File: src/rtl/gradient_non_maximum_suppression_assert.svh
// Assertion macros shared by the gradient non-maximum suppression RTL.
`ifndef GRADIENT_NON_MAXIMUM_SUPPRESSION_ASSERT_SVH
`define GRADIENT_NON_MAXIMUM_SUPPRESSION_ASSERT_SVH

// Consequent must hold in the same cycle as the antecedent.
`define GNMS_ASSERT_NOW(label, ante, cons, msg) \
  label: assert property (@(posedge clk) disable iff (!rst_n) (ante) |-> (cons)) \
    else $error(msg);

// Consequent must hold in the cycle after the antecedent.
`define GNMS_ASSERT_NEXT(label, ante, cons, msg) \
  label: assert property (@(posedge clk) disable iff (!rst_n) (ante) |=> (cons)) \
    else $error(msg);

`endif

File: src/rtl/gnms_ram.sv
// Generic simple dual-port RAM with registered read.
`default_nettype none

module gnms_ram #(
  parameter  int WIDTH = 8,
  parameter  int DEPTH = 16,
  localparam int AW    = $clog2(DEPTH)
) (
  input  wire logic             clk,
  input  wire logic             we,
  input  wire logic [AW-1:0]    waddr,
  input  wire logic [WIDTH-1:0] wdata,
  input  wire logic             re,
  input  wire logic [AW-1:0]    raddr,
  output logic      [WIDTH-1:0] rdata
);

  logic [WIDTH-1:0] mem_r [DEPTH];
  logic [WIDTH-1:0] rdata_r;

  always_ff @(posedge clk) begin
    if (we) begin
      mem_r[waddr] <= wdata;
    end
    if (re) begin
      rdata_r <= mem_r[raddr];
    end
  end

  assign rdata = rdata_r;

endmodule

`default_nettype wire

File: config.mk
export PLATFORM = sky130hd
export DESIGN_NAME = gnms_ram
export DESIGN_NICKNAME = d
export VERILOG_FILES = /design/src/rtl/gradient_non_maximum_suppression_assert.svh /design/src/rtl/gnms_ram.sv
export SDC_FILE = /design/constraint.sdc
export NUM_CORES = 1
export LEC_CHECK = 0
export ABC_AREA = 1
export BUFFER_PORTS_ARGS = -buffer_cell sky130_fd_sc_hd__buf_2
export CAP_MARGIN = 0
export CORE_ASPECT_RATIO = 0.9
export CORE_MARGIN = 2
export CORE_UTILIZATION = 61
export DETAILED_ROUTE_END_ITERATION = 8
export PLACE_DENSITY = 0.88
export SETUP_SLACK_MARGIN = 0.1
export SYNTH_ARGS = -nofsm -noshare
export SYNTH_HDL_FRONTEND = slang
export SYNTH_SLANG_ARGS = --single-unit
File: constraint.sdc
create_clock -name clk -period 1.25 [get_ports clk]
set_input_delay 0.0625 -clock clk [delete_from_list [all_inputs] [get_ports clk]]
set_output_delay 0.0625 -clock clk [all_outputs]
set_load 0.02 [all_outputs]
Word level (Yosys, flattened, before mapping)
Memory sizes are Yosys's and may differ from the RTL's. A register that Yosys moved wholly into a read port is not among the register bits.
Cells that the tools add are included.
Storage, ports and cells
  flip-flop bits (word level): 0
  RAM bits: 128
  input port bits: 19
  output and inout bits: 8
  logic and storage cells: 3
  memories: 1
Memory list
  mem_r: depth 16, width 8, read ports 1, clocked after Yosys merged registers in 1, write ports 1, line gnms_ram.sv:18  | logic [WIDTH-1:0] mem_r [DEPTH];
Cells by class
  muxes and demuxes: 2
Operators with widths (count)
  1-bit 2-to-1 mux: 2

Logic depth before layout (Yosys ltp)
  depth after elaboration: 2
  mapped depth: 8
  depth with buffers taken out: 7

Worst setup path after synthesis
Ideal clock, no wire load.
  kind: input to register
  start: in waddr[2]
  end: mem mem_r[10][0], enable pin
  setup time: 370 ps
  arrival: 643 ps
  data required time: 880 ps
  slack: 237 ps
  stages: 2
  path buffers: 0
  path through: nand3b_1 nor2_1
RTL lines
  start, declared: line gnms_ram.sv:11  | input wire logic [AW-1:0] waddr,
  end, declared: line gnms_ram.sv:18
No word-level cell before the write port.

==> impl_metrics.yaml <==
run_status:
  outcome: "complete, no violations"
pwr:
  pwr-share-clk: 0.447
  p_comb_frac: 0.073
  power.internal_uw: 8400
  power_density_nw_per_um2: 1520
  seqPwrFrac: 0.481
  vdd_drop_max_mv: 0.947
  p_sw_frac: 0.221
  p_leak_uw: 0.00307
  switchingPower_uw: 2380
finish:
  diodes: 0
  design_area_um2: 7080
  final_cell_mix: "170 x nand2_1, 136 x edfxtp_1, 100 x inv_1"
  final_cells: 739
  final_nets: 624
  drive_gt1_frac: 0.183
  final_common_cell: "nand2_1"
  syn_to_final_growth_pct: 21.1
critical_path:
  crit_cells: 6
  crit_start: "mem_r[9][5]$_DFFE_PP_"
  criticalPathCategory: "reg2reg"
  cp-endpoint: "rdata[5]$_DFFE_PP_"
  path_cells: "inv_1 -> nand2_1 -> nand3_1 -> nand3_2 -> nand3_2 -> nand2_2"
  critical_path_buf_inv_count: 1
  worstPathMaxFanout: 1
  r2r-end: "rdata[5]$_DFFE_PP_"
  r2r_cells: 6
  arrival_ps: 1490
  rrSetupSlack_ps: 30
  end_kind: "register"
  critPathLaunchType: "register"
  crit_top_cell: "nand3_2"
  crit_family: "simple AND/OR/NAND/NOR gates"
  r2r-start: "mem_r[9][5]$_DFFE_PP_"
  cpPeakStageDelay_ps: 370
  cp_data_required_time_ps: 1520
  crit_path_top_delay_cell: "edfxtp_1"
yosys:
  synth_cells: 551
  syn-num-nets: 570
  syn_area_um2: 5850
  yosysWarnings: 0
  syn_avg_cell_area_um2: 10.6
  ys_seq_area_frac: 0.698
  ys_seq_elements: 136
  synthDistinctLibCells: 11
floorplan:
  fp.dieH_um: 96.9
  coreArea_um2: 9210
  rows: 33
  ios: 27
  start_util: 0.635
  fp.dieW_um: 107
  die_area_um2: 10400
placed_design:
  numPlacedInstances: 699
  place_area_um2: 6210
  port_buffers: 26
  dp_hpwl_um: 8350
  place.gp.congestion: 0.953
detailed_routing:
  viasPerCell: 5.63
  firstDrtPassIters: 5
  ant_nets: 0
  vias: 4164
  drtIter0Drc: 545
  drt-total-wl_um: 14300
  post_drt_wl_per_cell_um: 19.3
  drc: 0
timing:
  tightest_slew_ps: 637
  rsz0062_at_grt: "yes"
  timing.final.hold_violations: 0
  fmax_mhz: 822
  setup_viol: 0
  report.final.slew_viol_count: 0
  skew_ps: 7.56
  slew_headroom: 0.575
  period_share: 0.974
  period_needed_ps: 1220
clock_tree:
  cts_buffers: 17
  cts_tree: "built"
  cts_root_buf: "clkbuf_8"
  clock_sinks: 136
  post_cts.repair.setup_buffers: 0
  clk_latency_ps: 520
  cts.path.max_buffers: 2
  cts_max_level: 4
  clk_pin_slew_ps: 60
grt:
  grt_max_degree: 65
  grt_pass1_wl_um: 21000
  grt_pass1_vias: 4083
  grt-ovfl-total: 0
  grt_usage: 0.277
  antenna_found_initial: 0
job:
  drv_cap: 0
min_path:
  hold_path_class: "in2reg"
power groups by stage:
stage / Clock [uW] / Sequential [uW] / Combinational (uW)
final: 4820 / 5180 / 783
after global routing: 5040 / 5180 / 843
after CTS: 4830 / 5180 / 709
after detailed placement: 0 / 5270 / 656
after global placement: 0 / 5260 / 625
after floorplan: 0 / 5280 / 360
worst min-delay path, cell delays in order:
cell     delay [ps]
buf_2           180
nand3_2         100
nand3_1          80
nand2_1          70
registers in the layout (all words and copies together), names as in the netlist:
| name | cells |
|---|---|
| mem_r | 128 |
| rdata | 8 |
metrics by stage:
stage,total power [uW],worst slack (ps),setup TNS (ps),hold slack [ps],utilization
CTS,10700,47.3,0,34.5,0.753
detailed placement,5920,-42.8,-103,440,0.674
finish,10800,33.0,0,71.2,0.769
global placement,5890,30.7,0,426,0.674
global route,11100,25.2,0,73.6,0.769
floorplan,5640,237,0,161,-
worst min-delay path by stage:
| stage | startpoint | to | cells past startpoint |
|---|---|---|---|
| final | raddr[2] | rdata[1]$_DFFE_PP_ | 4 |
| after CTS | raddr[3] | rdata[4]$_DFFE_PP_ | 4 |
| after global placement | re | rdata[2]$_DFFE_PP_ | 1 |
| after detailed placement | re | rdata[2]$_DFFE_PP_ | 1 |
| after global routing | raddr[2] | rdata[0]$_DFFE_PP_ | 4 |
| after floorplan | wdata[0] | mem_r[0][0]$_DFFE_PP_ | 0 |
synthesized netlist by cell type (all sizes together):
master  instances  share of area
nor2           17          0.011
nand3b          2         0.0026
edfxtp        136           0.70
nand3          97          0.083
inv           102          0.065
buf            24          0.028
nand2         173           0.11
repair_timing:
item / 4_1_cts / 5_1_grt
endpoints found under the hold margin: 136 / 0
hold buffers: 9 / 0
endpoints found under the setup margin: 9 / 16
pin swaps: 0 / 20
resized for setup: 15 / 33
cell families after synthesis:
kind of cell | after synthesis | synth area share
simple gates | 289 | 0.208
buf+inv | 126 | 0.0939
flops | 136 | 0.698
cell type report:
cell class / instances / area (um^2)
repair buffers: 59 / 507
inverters: 102 / 383
clock inverters: 14 / 159
clock buffers: 17 / 414
flip-flops and latches: 136 / 4080
well taps: 122 / 153
fillers: 533 / 2130
multi-input cells: 289 / 1380
per-layer routing:
layer	vias up	track usage	routed length (um)
met1	1990	0.360	5280
met3	29	0.0687	1420
met4	0	0.125	239
met5	-	0	0
li1	1893	-	-
met2	252	0.444	7330
Note: power is estimated with default switching activity, not from simulation.
