**config.mk**
```make
export PLATFORM = sky130hd
export DESIGN_NAME = gnms_out_fifo
export DESIGN_NICKNAME = d
export VERILOG_FILES = /design/src/rtl/gradient_non_maximum_suppression_assert.svh /design/src/rtl/gnms_pkg.sv /design/src/rtl/gnms_out_fifo.sv
export SDC_FILE = /design/constraint.sdc
export NUM_CORES = 1
export LEC_CHECK = 0
export ABC_AREA = 1
export BUFFER_PORTS_ARGS = -buffer_cell sky130_fd_sc_hd__buf_2
export CAP_MARGIN = 15
export CELL_PAD_IN_SITES_DETAIL_PLACEMENT = 1
export CELL_PAD_IN_SITES_GLOBAL_PLACEMENT = 2
export CORE_UTILIZATION = 40
export DETAILED_ROUTE_END_ITERATION = 16
export PLACE_DENSITY_LB_ADDON = 0.1
export SLEW_MARGIN = 20
export SYNTH_ARGS = -nofsm -noshare
export SYNTH_HDL_FRONTEND = slang
export SYNTH_SLANG_ARGS = --single-unit
```
**constraint.sdc**
```tcl
create_clock -name clk -period 2.94 [get_ports clk]
set_input_delay 0.588 -clock clk [delete_from_list [all_inputs] [get_ports clk]]
set_output_delay 0.588 -clock clk [all_outputs]
set_load 0.05 [all_outputs]
```
**src/rtl/gradient_non_maximum_suppression_assert.svh**
```systemverilog
// Assertion macros shared by the gradient non-maximum suppression RTL.
`ifndef GRADIENT_NON_MAXIMUM_SUPPRESSION_ASSERT_SVH
`define GRADIENT_NON_MAXIMUM_SUPPRESSION_ASSERT_SVH

// Consequent must hold in the same cycle as the antecedent.
`define GNMS_ASSERT_NOW(label, ante, cons, msg) \
  label: assert property (@(posedge clk) disable iff (!rst_n) (ante) |-> (cons)) \
    else $error(msg);

// Consequent must hold in the cycle after the antecedent.
`define GNMS_ASSERT_NEXT(label, ante, cons, msg) \
  label: assert property (@(posedge clk) disable iff (!rst_n) (ante) |=> (cons)) \
    else $error(msg);

`endif

```
**src/rtl/gnms_pkg.sv**
```systemverilog
// Package: constants, types and direction quantiser for gradient non-maximum suppression.
`default_nettype none

package gnms_pkg;

  localparam int MAX_WIDTH_DEF      = 4096;
  localparam int MAG_BITS_DEF       = 16;
  localparam int ANG_BITS           = 10;
  localparam int COORD_BITS         = 12;
  localparam int CFG_BITS           = 13;
  localparam int HEIGHT_MAX         = 4096;
  localparam int DIM_MIN            = 3;
  localparam int FRAME_WIDTH_RESET  = 640;
  localparam int FRAME_HEIGHT_RESET = 480;

  localparam int FIFO_DEPTH = 4;
  localparam int FIFO_CNT_W = $clog2(FIFO_DEPTH + 1);

  localparam int CFG_AW      = 3;
  localparam int APB_DW      = 32;
  localparam int REG_SEL_BIT = 2;

  localparam logic REG_FRAME_WIDTH  = 1'b0;
  localparam logic REG_FRAME_HEIGHT = 1'b1;

  // direction boundaries, half-degree units
  localparam int ANG_45  = 45;
  localparam int ANG_135 = 135;
  localparam int ANG_225 = 225;
  localparam int ANG_315 = 315;

  typedef enum logic [1:0] {
    DIR_HORIZ,
    DIR_DIAG_A,
    DIR_VERT,
    DIR_DIAG_B
  } dir_t;

  typedef struct packed {
    logic [FIFO_CNT_W-1:0] count;
    logic                  not_empty;
  } fifo_stat_t;

  // first matching test wins, so boundary angles fall to the earlier direction
  function automatic dir_t pick_dir(input logic signed [ANG_BITS-1:0] a);
    int   v;
    dir_t d;
    v = int'(a);
    priority if ((v >= -ANG_45 && v <= ANG_45) || v >= ANG_315 || v <= -ANG_315) begin
      d = DIR_HORIZ;
    end else if ((v >= ANG_45 && v <= ANG_135) || (v >= -ANG_315 && v <= -ANG_225)) begin
      d = DIR_DIAG_A;
    end else if ((v >= ANG_135 && v <= ANG_225) || (v >= -ANG_225 && v <= -ANG_135)) begin
      d = DIR_VERT;
    end else begin
      d = DIR_DIAG_B;
    end
    return d;
  endfunction

endpackage

`default_nettype wire

```
**src/rtl/gnms_out_fifo.sv**
```systemverilog
// Result FIFO decoupling the suppression pipeline from output back-pressure.
`default_nettype none

module gnms_out_fifo import gnms_pkg::*; #(
  parameter int WIDTH = 8
) (
  input  wire logic             clk,
  input  wire logic             rst_n,
  input  wire logic             push,
  input  wire logic [WIDTH-1:0] push_data,
  input  wire logic             pop,
  output logic      [WIDTH-1:0] pop_data,
  output fifo_stat_t            stat
);

  localparam int PW = $clog2(FIFO_DEPTH);

  logic [WIDTH-1:0]      mem_r [FIFO_DEPTH];
  logic [PW-1:0]         wr_ptr_r, wr_ptr_nxt;
  logic [PW-1:0]         rd_ptr_r, rd_ptr_nxt;
  logic [FIFO_CNT_W-1:0] count_r, count_nxt;

  always_comb begin
    wr_ptr_nxt = wr_ptr_r;
    rd_ptr_nxt = rd_ptr_r;
    count_nxt  = count_r;
    if (push) begin
      wr_ptr_nxt = (wr_ptr_r == PW'(FIFO_DEPTH - 1)) ? '0 : wr_ptr_r + 1'b1;
    end
    if (pop) begin
      rd_ptr_nxt = (rd_ptr_r == PW'(FIFO_DEPTH - 1)) ? '0 : rd_ptr_r + 1'b1;
    end
    unique case ({push, pop})
      2'b10:   count_nxt = count_r + 1'b1;
      2'b01:   count_nxt = count_r - 1'b1;
      default: count_nxt = count_r;
    endcase
  end

  always_ff @(posedge clk) begin
    if (!rst_n) begin
      wr_ptr_r <= '0;
      rd_ptr_r <= '0;
      count_r  <= '0;
    end else begin
      wr_ptr_r <= wr_ptr_nxt;
      rd_ptr_r <= rd_ptr_nxt;
      count_r  <= count_nxt;
    end
  end

  always_ff @(posedge clk) begin
    if (push) begin
      mem_r[wr_ptr_r] <= push_data;
    end
  end

  assign pop_data       = mem_r[rd_ptr_r];
  assign stat.count     = count_r;
  assign stat.not_empty = (count_r != '0);

endmodule

`default_nettype wire
```
# Word level (Yosys, flattened, before mapping)
# Memory sizes are Yosys's and may differ from the RTL's. A register that Yosys moved wholly into a read port is not among the register bits.
# Index checks and enable logic that the tools add are counted.
# word_totals
register_bits	7
latchBits	0
ramBits	32
rom_bits	0
in_bits	12
output_inout_bits	12
word_cells	21
memories	1
# mem_list
name	words	width	rd	rd_clocked_by_memory_dff	wr	line_no	source
mem_r	4	8	1	1	1	gnms_out_fifo.sv:18	logic [WIDTH-1:0] mem_r [FIFO_DEPTH];
# classes
add_sub_neg	4
n_mul	0
div_mod_pow	0
order_cmp	0
n_eq_ne	4
shift	0
muxes	7
bitwise_logic	0
reduce_logical	2
# op_table
operator	n
$mux 2	4
$eq 2x2->1 const B	3
$pmux 3 s2	1
$add 2x1->2 const B	2
$add 3x1->3 const B	1
$reduce_bool 3->1	1
$sub 3x1->3 const B	1
$eq 2x1->1 const B	1
$mux 1	2
$reduce_bool 2->1	1

# Longest topological paths before layout
# Gate-level depths: netlist (run 1).
# depth
ltp_word	4
ltp_mapped	8
ltp_nobuf	8

# Worst setup path before layout (run 1)
# OpenSTA, ideal clock, no wires.
# synth_path
kind	register to output
start	register with a tool-made name
end	output port pop_data[0]
t_arrival_ns	1.402
required_time_ns	2.352
path_slack_ns	0.950
stages_incl_launch_ff	5
path_cell_list	dfxtp_1 inv_2 buf_6 nor2_1 o22ai_1
# synth_rtl
item	line_no	source
end: declaration	gnms_out_fifo.sv:12	output logic [WIDTH-1:0] pop_data,

==> run metrics, run 1 <==
status=complete, no violations; critical path startpoint category=flip-flop; DR vias=1049; P_leak=0.7725 nW; Post-CTS Setup Inserts=0; Die Ht=66.26 µm; hold path cells=1; die area=4390 µm²; required time worst endpoint=2.35 ns; RD Place Congestion=0.7268; number of enable flip-flop cells after synthesis=32; r2r endpoint=mem_r[3][7]$_DFFE_PP_; Final Cycle Share=0.7959; DRC viols=0; warnings from Yosys=0; Chip Width=66.26 µm; Max Freq=0.4273 GHz; count of pins over their slew limit=0; synthesized cell area=1652 µm²; Yosys top cell area share=0.5818; r2r startpoint=wr_ptr_r[0]$_SDFFE_PN0P_; DR WL/cell=14.74 µm; grt peak-use layer=met2; Slew @ Worst Pin=0.5297 ns; RSZ-0062 raised after global routing=false; row count=22; # setup viols final=0; PD cells=693.6 nW/µm²; crit path max fanout=17; n_diodes=0; flop2flop setup slack=1.66 ns; FFs w/ async S/R, synth=0; IO Port Bufs=23; synthesized instance count=136; first-iteration detailed-routing DRC count=63; top cells by instance count after synthesis=edfxtp_1, nor2_1, o21ai_0, inv_1, nand2_1; max_slew headroom=0.6464; vias per inst=4.925; Main synth FF type=edfxtp_1; share of cells above drive strength 1=0.2182; TritonCTS Sinks=41; fin nets=183; post-synthesis average cell area=12.14 µm²; CTS tree=done; skew final=0.008860 ns; Hold Fails Final Rpt=0; CTS Hold Buffers Added=0; routing usage on met1=0.1674; DP Wirelength=2275 µm; global route overflow=0; Seq. cell area=1141 µm²; CTS H-tree depth=2; hold_sp=push_data[6]; final antenna-violating net count=0; largest net degree at the start of global routing=18; max-cap viol count=0; Syn Nets=155; worst reg-to-reg path cell count=3; global-route wire length before repair=5161 µm; Initial Utilization=0.4348; crit path DAT=1.75 ns; post-synthesis cell type count=18; Setup WS pre-CTS=0.8676 ns; Synth area leader=edfxtp_1; clock-pin transition on the worst setup and hold timing paths=0.08 ns; CTS root buf=clkbuf_8; routing usage on met2=0.3176; initial antenna violation count=0; post-route worst setup slack=0.6000 ns; sequential area share after synthesis=0.6909; met3 usage=0.04828; Hold Path Sink=mem_r[3][6]$_DFFE_PP_; count leader, synth=edfxtp_1; Synth Register Bits=41; Core Util, Final=0.5053; Synth area leaders=edfxtp_1, dfxtp_1, nor2_1, o21ai_0, ha_1; clk buf depth=2; vias in the first global route=1148; Max VDD drop=0.0003118 V; FILL cells=419; Hold Path Class=in -> reg; Worst-Skew Late Latency=0.29 ns; core footprint=3799 µm²; DRT Pass-1 Iters=4; Multi-input gate area=431.7 µm²; io pins=24; Min Clock Period, post-route=2.340 ns; Setup crit end kind=output port; Setup CP Type=reg -> out; total CTS buffers=5; Setup TNS=0 ns; Post-Route WL=3140 µm; area growth from synthesis to layout=16.21%; Total GRT Usage=0.1677; Pwr Total=1.331 mW; post-cts sizing count=0
## state kept, by name, summed over array words and instances, names as in the netlist, named ones only
name,flops
count_r,3
wr_ptr_r,2
mem_r,32
rd_ptr_r,2
## cells in the final DEF (no fill, tap or decap), drive strengths merged
| master | count |
|---|---|
| edfxtp | 32 |
| nor2 | 26 |
| buf | 23 |
| o21ai | 20 |
| inv | 15 |
| nand2 | 11 |
| dfxtp | 9 |
| o22ai | 8 |
| clkbuf | 7 |
| ha | 6 |
| a21oi | 3 |
| xnor2 | 1 |
| nor3 | 1 |
| nand4 | 1 |
| fa | 1 |
| clkinvlp | 1 |
## how the worst max path moves through the flow
stage	to	cells after the start
finish	pop_data[2]	4
global placement	pop_data[5]	4
global route	pop_data[2]	4
CTS	pop_data[2]	4
detailed placement	pop_data[2]	4
floorplan	pop_data[0]	4
## area by class of cell
cell class / count / share of cell area
multi-input cells: 78 / 0.2249
clock inverters: 1 / 0.003911
repair buffers: 23 / 0.05997
well taps: 48 / 0.03129
flip-flops and latches: 41 / 0.5945
clock buffers: 7 / 0.05606
inverters: 15 / 0.02934
## stage by stage
step                      hold slack, ns  area, µm²  std cells
after floorplan                   0.4692       1652        136
after global placement            0.5001       1804        205
after detailed placement          0.5031       1804        205
after CTS                         0.5044       1919        213
after global routing              0.5128       1919        213
final                             0.5105       1919        213
## layer usage
metal,share of wire,vias up
met5,0,-
met4,0.016,0
met3,0.037,4
met2,0.54,20
met1,0.40,499
li1,-,526
## power by group
group	internal (mW)	total [mW]	leakage (nW)	switching [mW]
clock	0.242	0.431	0.0556	0.189
combinational	0.0550	0.219	0.348	0.164
sequential	0.659	0.682	0.369	0.0225
total	0.956	1.33	0.773	0.375
## worst max-delay path, stage by stage, from the launching register on
cell and delay, ns:
dfxtp_1 0.66, inv_2 0.26, o21ai_0 0.23, o22ai_1 0.09, buf_2 0.21
## kinds of logic after synthesis
group	after synthesis	share of synthesized area
compound gates	31	0.1045
simple gates	39	0.09394
buf+inv	17	0.04772
xor+xnor	1	0.005304
fa+ha+maj	7	0.05758
flops	41	0.6909
Power figures use the tool's default switching activity.
==> run 2, diff against run 1 <==
- CORE_UTILIZATION: 40 -> 37
- clock period: 2.94 -> 2.4 ns (I/O delays scaled with it)
==> run 2 against run 1 <==
Power rose by 23%; die area rose by 7.9%; non-clock buffer count rose by 1; largest cell class unchanged; highest routed layer unchanged.
==> run metrics, run 2 (synthesized netlist as in run 1, its figures left out) <==
status=complete, no violations (unchanged); Worst-Skew Late Latency=0.29 ns (about the same); hold_sp=push_data[6] (unchanged); Setup WS pre-CTS=0.5413 ns (was 0.8676 ns); crit path DAT=1.60 ns (was 1.75 ns); tightest hold margin=0.3998 ns (was 0.5105 ns); DR WL/cell=15.11 µm (was 14.74 µm); Hold Fails Final Rpt=0 (unchanged); Chip Width=68.81 µm (was 66.26 µm); Min Clock Period, post-route=2.077 ns; Initial Utilization=0.3986 (was 0.4348); global route overflow=0 (unchanged); final antenna-violating net count=0 (unchanged); Setup TNS=0 ns (unchanged); critical path startpoint category=flip-flop (unchanged); r2r startpoint=wr_ptr_r[0]$_SDFFE_PN0P_ (unchanged); share of cells above drive strength 1=0.2108 (was 0.2182); Inst Count DP=208 (was 205); IO Port Bufs=23 (unchanged); CTS tree=done (unchanged); Post-Route WL=3264 µm (was 3140 µm); max-cap viol count=0 (unchanged); Max Freq=0.4815 GHz; global-route wire length before repair=5057 µm (was 5161 µm); # setup viols final=0 (unchanged); io pins=24 (unchanged); required time worst endpoint=1.92 ns (was 2.35 ns); DRC viols=0 (unchanged); DR vias=1070 (was 1049); P_leak=0.7749 nW (was 0.7725 nW); total CTS buffers=5 (unchanged); PD cells=851.8 nW/µm² (was 693.6 nW/µm²); Die Ht=68.81 µm (was 66.26 µm); post-route worst setup slack=0.3232 ns (was 0.6000 ns); row count=23 (was 22); Hold Path Class=in -> reg (unchanged); max reg flops=32 (unchanged); post-cts sizing count=0 (unchanged); RSZ-0062 raised after global routing=false (unchanged); clk buf depth=2 (unchanged); first-iteration detailed-routing DRC count=26 (was 63); Final Cycle Share=0.8653; count of pins over their slew limit=0 (unchanged); vias in the first global route=1081 (was 1148); Pwr Total=1.636 mW (was 1.331 mW); area growth from synthesis to layout=16.29% (was 16.21%); vias per inst=4.954 (was 4.925); core footprint=4144 µm² (was 3799 µm²); clock-pin transition on the worst setup and hold timing paths=0.07 ns (was 0.08 ns); DRT Pass-1 Iters=4 (unchanged); largest registers=mem_r x32, count_r x3 (unchanged); Post-CTS Setup Inserts=0 (unchanged); Total GRT Usage=0.1631 (was 0.1677); largest net degree at the start of global routing=17 (was 18); TritonCTS Sinks=41 (unchanged); CTS H-tree depth=2 (unchanged); max_slew headroom=0.7189 (was 0.6464); n_diodes=0 (unchanged); most common cell after layout, fill and taps aside=edfxtp_1 (unchanged); CTS Hold Buffers Added=0 (unchanged); Reg with most FFs=mem_r (unchanged); most frequent cells in the layout=edfxtp_1, nor2_1, buf_2 (unchanged); DP Wirelength=2331 µm (was 2275 µm); RD Place Congestion=0.7392 (was 0.7268); FILL cells=458 (was 419); Max VDD drop=0.0003905 V (was 0.0003118 V); initial antenna violation count=0 (unchanged); Setup CP Type=reg -> out (unchanged); skew final=0.007505 ns (was 0.008860 ns); Slew @ Worst Pin=0.4211 ns (was 0.5297 ns); fin nets=184 (was 183); Final Non-Filler Cells=216 (was 213); CTS root buf=clkbuf_8 (unchanged); crit path max fanout=10 (was 17); die area=4735 µm² (was 4390 µm²); Setup crit end kind=output port (unchanged)
==> run 2: cell count changes in the layout (fill, tap and decap cells not counted), sizes merged <==
cell and delta:
bufinv +1, clkinv +1, clkbuf -1, clkinvlp -1
buf +1
==> run 2: path summary, 6_finish.rpt <==
kind,slack [ns],endpoint,cells past startpoint
worst max register to register,1.10,mem_r[0][2]$_DFFE_PP_,4
worst min-delay path,0.40,mem_r[1][6]$_DFFE_PP_,1
worst max-delay path,0.32,pop_data[5],4
worst min register to register,0.52,flip-flop,2
==> run 2: where the power goes <==
group	internal (mW)	switching [mW]
combinational	0.0694	0.206
sequential	0.808	0.0259
clock	0.307	0.220
total	1.18	0.452
==> run 2: critical path, cell delays in order (launching register included) <==
cell	delay [ns]
dfxtp_1	0.52
buf_4	0.22
o21ai_0	0.12
o22ai_1	0.16
buf_2	0.28
==> run 2: stage by stage <==
stage | utilization | area, µm²
2_1_floorplan | - | 1652
3_3_place_gp | 0.4378 | 1814
3_5_place_dp | 0.4378 | 1814
4_1_cts | 0.4635 | 1921
5_1_grt | 0.4635 | 1921
6_report | 0.4635 | 1921
==> run 2: per-layer routing <==
layer / part of all wire / routed length [µm] / global-route usage
met5: 0 / 0 / 0
met4: 0.022 / 71 / 0.09184
met3: 0.032 / 106 / 0.04441
met2: 0.55 / 1791 / 0.3027
met1: 0.40 / 1295 / 0.1624
==> run 2: layout make-up <==
class | count | area (µm²) | share of cell area
Multi-Input combinational cell | 78 | 431.7 | 0.2248
Sequential cell | 41 | 1141 | 0.5941
Inverter | 15 | 56.30 | 0.02932
Clock inverter | 2 | 33.78 | 0.01759
Timing Repair Buffer | 24 | 122.6 | 0.06384
Clock buffer | 6 | 72.57 | 0.03779
Tap cell | 50 | 62.56 | 0.03257
